<file path="src/hw/rtl/rmj_pkg.sv">
`timescale 1ns / 1ps
// ----------------------------------------------------------------------------
// rmj_pkg
// Shared widths, reset values and request types of the radar Jacobian block.
// ----------------------------------------------------------------------------
package rmj_pkg;

  localparam int DATA_W        = 32;
  localparam int FRAC_BITS_DEF = 16;
  localparam int FLOOR_W       = 17;
  localparam logic [FLOOR_W-1:0] FLOOR_RESET = 17'd7;

  typedef struct packed {
    logic signed [DATA_W-1:0] pos_x;
    logic signed [DATA_W-1:0] pos_y;
    logic signed [DATA_W-1:0] vel_x;
    logic signed [DATA_W-1:0] vel_y;
  } in_item_t;

  typedef struct packed {
    logic signed [DATA_W-1:0] range_dpx;
    logic signed [DATA_W-1:0] range_dpy;
    logic signed [DATA_W-1:0] bearing_dpx;
    logic signed [DATA_W-1:0] bearing_dpy;
    logic signed [DATA_W-1:0] rate_dpx;
    logic signed [DATA_W-1:0] rate_dpy;
    logic                     near_origin;
    logic                     saturated;
  } out_item_t;

endpackage

</file>
<file path="src/hw/rtl/rmj_sqrt_pipe.sv">
`timescale 1ns / 1ps
// ----------------------------------------------------------------------------
// rmj_sqrt_pipe
// Integer square root, one result bit per register stage.
// ----------------------------------------------------------------------------
module rmj_sqrt_pipe #(
  parameter int W = rmj_pkg::DATA_W
) (
  input  logic           clk,
  input  logic           en,
  input  logic [2*W-1:0] v,
  output logic [W-1:0]   root
);

  localparam int RW = W + 2;

  logic [RW-1:0]  rem_r  [W];
  logic [W-1:0]   root_r [W];
  logic [2*W-1:0] rest_r [W];

  for (genvar k = 0; k < W; k++) begin : g_stage
    logic [RW-1:0]  rem_p;
    logic [W-1:0]   root_p;
    logic [2*W-1:0] rest_p;
    logic [RW-1:0]  t;
    logic [RW-1:0]  trial;
    logic           ge;

    if (k == 0) begin : g_first
      assign rem_p  = '0;
      assign root_p = '0;
      assign rest_p = v;
    end else begin : g_next
      assign rem_p  = rem_r[k-1];
      assign root_p = root_r[k-1];
      assign rest_p = rest_r[k-1];
    end

    // bring down the next two bits of the radicand
    assign t     = {rem_p[RW-3:0], rest_p[2*W-1:2*W-2]};
    assign trial = {root_p, 2'b01};
    assign ge    = (t >= trial);

    always_ff @(posedge clk) begin
      if (en) begin
        rem_r[k]  <= ge ? (t - trial) : t;
        root_r[k] <= {root_p[W-2:0], ge};
        rest_r[k] <= {rest_p[2*W-3:0], 2'b00};
      end
    end
  end

  assign root = root_r[W-1];

endmodule

</file>
<file path="config.mk">
export PLATFORM = sky130hd
export DESIGN_NAME = rmj_sqrt_pipe
export DESIGN_NICKNAME = d
export VERILOG_FILES = /design/src/hw/rtl/rmj_pkg.sv /design/src/hw/rtl/rmj_sqrt_pipe.sv
export SDC_FILE = /design/constraint.sdc
export NUM_CORES = 2
export LEC_CHECK = 0
export BUFFER_PORTS_ARGS = -buffer_cell sky130_fd_sc_hd__buf_2
export CAP_MARGIN = 20
export CELL_PAD_IN_SITES_DETAIL_PLACEMENT = 0
export CELL_PAD_IN_SITES_GLOBAL_PLACEMENT = 2
export CORE_MARGIN = 2
export CORE_UTILIZATION = 45
export CTS_CLUSTER_DIAMETER = 100
export DETAILED_ROUTE_END_ITERATION = 16
export GPL_ROUTABILITY_DRIVEN = 0
export PLACE_DENSITY = 0.88
export SLEW_MARGIN = 5
export SYNTH_ARGS = -nofsm -noshare
export SYNTH_HDL_FRONTEND = slang
export SYNTH_MEMORY_MAX_BITS = 65536
export SYNTH_SLANG_ARGS = --single-unit
export TNS_END_PERCENT = 100
</file>
<file path="constraint.sdc">
create_clock -name clk -period 4 [get_ports clk]
set_clock_uncertainty 0.05 [all_clocks]
set_input_delay 0.2 -clock clk [delete_from_list [all_inputs] [get_ports clk]]
set_output_delay 0.2 -clock clk [all_outputs]
set_load 0.02 [all_outputs]
</file>
==> results.md <==
* Crit path largest cell delay at 0.43 ns
* GRT overflow at 0
* TNS Setup at 0 ns
* Clock transition at path regs at 0.06 ns
* Largest net degree at the start of global routing at 126
* Clock Sinks at around 2.5k
* Synth warnings at 0
* Fin crit share at a little over nine tenths
* Status: completed
* Synth Net Count at approximately 9.4k
* # rows at about 180
* Share of cells above drive strength 1 at 8.62%
* WP data required at between 4 and 5 ns
* Die W at just over 500 microns
* Worst path bufs/invs at 2
* DR iter-0 viols at between 4k and 5k
* Final Util at roughly half
* Maxcap violations at 0
* Commonest cells after routing, fill and taps aside: 2465 x edfxtp_1, 704 x inv_1, 663 x nand2_1
* Worst hold path class: flip-flop to flip-flop
* WL final at 226000 microns
* TritonCTS buffer count at 287
* Leak at 0.0497 uW
* Drt first pass iters at 5
* Family with the most delay on the worst path: compound AO/OA/AOI/OAI gates
* Critical Path Source Type: flip-flop
* Rel. slew slack at 26.1%
* Comb pwr share at approximately a fifth
* Register bit total from synthesis at 2465
* Avg Cell Area, Syn at 13.0 sq um
* Synth Flop Type: edfxtp_1
* Worst vdd ir at between 400 and 500 uV
* Most used cell along the critical path: buf_4
* Initial antenna violation count at 2
* Overall routing resource usage at ~17%
* Asr flop ratio synth at 0%
* Power Dens Cells at between 500 and 600 nW/um^2
* Clock Power Share at 32.7%
* Filler instances at 21.2k
* Starting density of the core at a little under half
* Switching pwr at ~21000 uW
* CTS H-Tree Depth at 5
* CTS tree: yes
* Final Hold Vio Count at 0
* Transition time of the tightest slew-check pin at 1.10 ns
* Global-route wire length before repair at about 360000 microns
* Post-place instance area at ~120000 sq um
* CP Class: flip-flop to flip-flop
* Unrepaired setup endpoints after global routing: no
* Sequential share of the synthesized area at 64.9%
* EDFF count, synth at around 2.5k
* Post-Syn Area at approximately 110000 sq um
* Number of I/O port buffers at just under 100
* Synth-to-layout area growth at 14.0%
* Slowest cell on the critical path: o31ai_1
* Commonest non-fill, non-tap cell in the layout: edfxtp_1
* Minimum clock period at around 3.8 ns
* WP data arrival at approximately 4.3 ns
* DR vias at between 60k and 70k
* Seq pwr share at between 40 and 50%
* Internal power at about 54000 uW
* Cells after Synth at a little under 9k
* Root Buffer: clkbuf_16
* Clock Latency Late Sink at just over 0.9 ns
* Crit-path max FO at 13
* Area of the multi-input gates at between 30000 and 40000 sq um
* Final setup violation count at 0
* Post-synthesis cell type count at 90
* Layout Nets at between 9k and 10k
* Routed WL per cell at roughly 18 microns
* Core ar. at between 200000 and 300000 sq um
* Sw frac at 27.9%
* Chip height at roughly 500 microns
* Fmax at around 270 MHz
* Post-route DRC at 0
* Final ANT Viol Nets at 0
* Final Instance Area at roughly 130000 sq um
* Count of pins over their slew limit at 0
* Non-filler cells, final at 12.8k
* Vias in the first global route at about 67k
* Cell Chain, Critical Path: ha_1 > nor2b_1 > o211ai_1 > a311oi_1 > a211oi_1 > buf_4 > a21oi_2 > o31ai_1 > nand2_1 > a21oi_4 > buf_4 > a2111oi_0 > xor2_1
* Critical path endpoint category: flip-flop
* Seq. cell area at about 74000 sq um
* HPWL after DPL at approximately 160000 microns
* Clock Tree Buf Depth at 4
* Dpl cells at roughly 12k
* Number of vias per cell at between 5 and 6
* Die area at 258000 sq um
* Top-Level Pins at around 100
==> sequential cells by signal, summed over array words and instances (netlist names) <==
register,cells
rest_r,992
root_r,528
rem_r,945
==> path summary, 6_finish.rpt <==
check / from / to / slack (ns) / cells after the start
worst min register to register: rest_r[14][41] / rest_r[15][43] / 0.31 / 0
worst min-delay path: rest_r[14][41] / rest_r[15][43] / 0.31 / 0
worst max register to register: rem_r[24][0] / rem_r[25][30] / 0.24 / 13
worst max-delay path: rem_r[24][0] / rem_r[25][30] / 0.24 / 13
==> cell usage after synthesis, types with 70 or more instances <==
cell | n | share of area [%]
nand4_1 | 93 | 0.51
a21o_1 | 230 | 1.5
a21oi_1 | 517 | 2.3
nor2_1 | 492 | 1.6
o21ai_0 | 523 | 2.3
o21a_1 | 96 | 0.63
nand2_1 | 663 | 2.2
nor3_1 | 206 | 0.90
nor2b_1 | 96 | 0.53
clkbuf_1 | 140 | 0.46
or3_1 | 72 | 0.39
edfxtp_1 | 2465 | 65
xor2_1 | 393 | 3.0
ha_1 | 561 | 6.2
xnor2_1 | 398 | 3.1
nand2b_1 | 99 | 0.54
nand3_1 | 136 | 0.60
mux2_2 | 70 | 0.69
nor4_1 | 108 | 0.59
inv_1 | 705 | 2.3
==> logic make-up (layout without fill, tap and decap cells) <==
family                   after synthesis  after routing  synth area share, %
AO/OA/AOI/OAI                       1788           1788                 9.66
XOR/XNOR                             791            791                 6.07
multiplexers                          81             81                0.788
flip-flops                          2465           2465                 64.9
adder cells (fa/ha/maj)              561            561                 6.15
AND/OR/NAND/NOR                     2219           2219                 9.53
other                                  1              2              0.00329
buffers and inverters                876           1589                 2.91
==> power groups by stage <==
| stage | clock network [uW] | registers, uW | logic [uW] |
|---|---|---|---|
| after CTS | 25300 | 35100 | 15400 |
| after global placement | 0 | 35600 | 15000 |
| after floorplan | 0 | 34500 | 11300 |
| after detailed placement | 0 | 35600 | 15200 |
| final | 24500 | 35100 | 15500 |
| after global routing | 26200 | 35400 | 17400 |
==> timing repair <==
action,CTS,global route
gates resized for setup,0,7
hold buffers,130,0
setup buffers,0,3
endpoints found under the setup margin,0,16
endpoints found under the hold margin,148,0
==> layer usage <==
metal | track usage, % | vias up | share of wire [%]
met5 | 0 | - | 0
met4 | 5.85 | 0 | 3.2
met3 | 2.53 | 463 | 4.0
met2 | 29.9 | 1337 | 49
met1 | 22.5 | 32600 | 43
li1 | - | 33500 | -
==> per-stage QoR <==
step                      total power (uW)  setup WS (ns)  hold WS [ns]
after floorplan                      45900          0.423         0.249
after global placement               50600          0.169         0.326
after detailed placement             50800          0.188         0.328
after CTS                            75800          0.154         0.304
after global routing                 79000       0.000589         0.318
final                                75000          0.239         0.313
==> final cells by class <==
| class | count | area share [%] |
|---|---|---|
| Multi-Input combinational cell | 5441 | 28.3 |
| Inverter | 705 | 2.04 |
| Tap cell | 3348 | 3.22 |
| Clock inverter | 141 | 0.994 |
| Antenna cell | 1 | 0.00192 |
| Timing Repair Buffer | 396 | 2.72 |
| Timing Repair inverter | 1 | 0.00577 |
| Clock buffer | 346 | 5.76 |
| Sequential cell | 2465 | 56.9 |
Note: power is estimated with default switching activity, not from simulation.
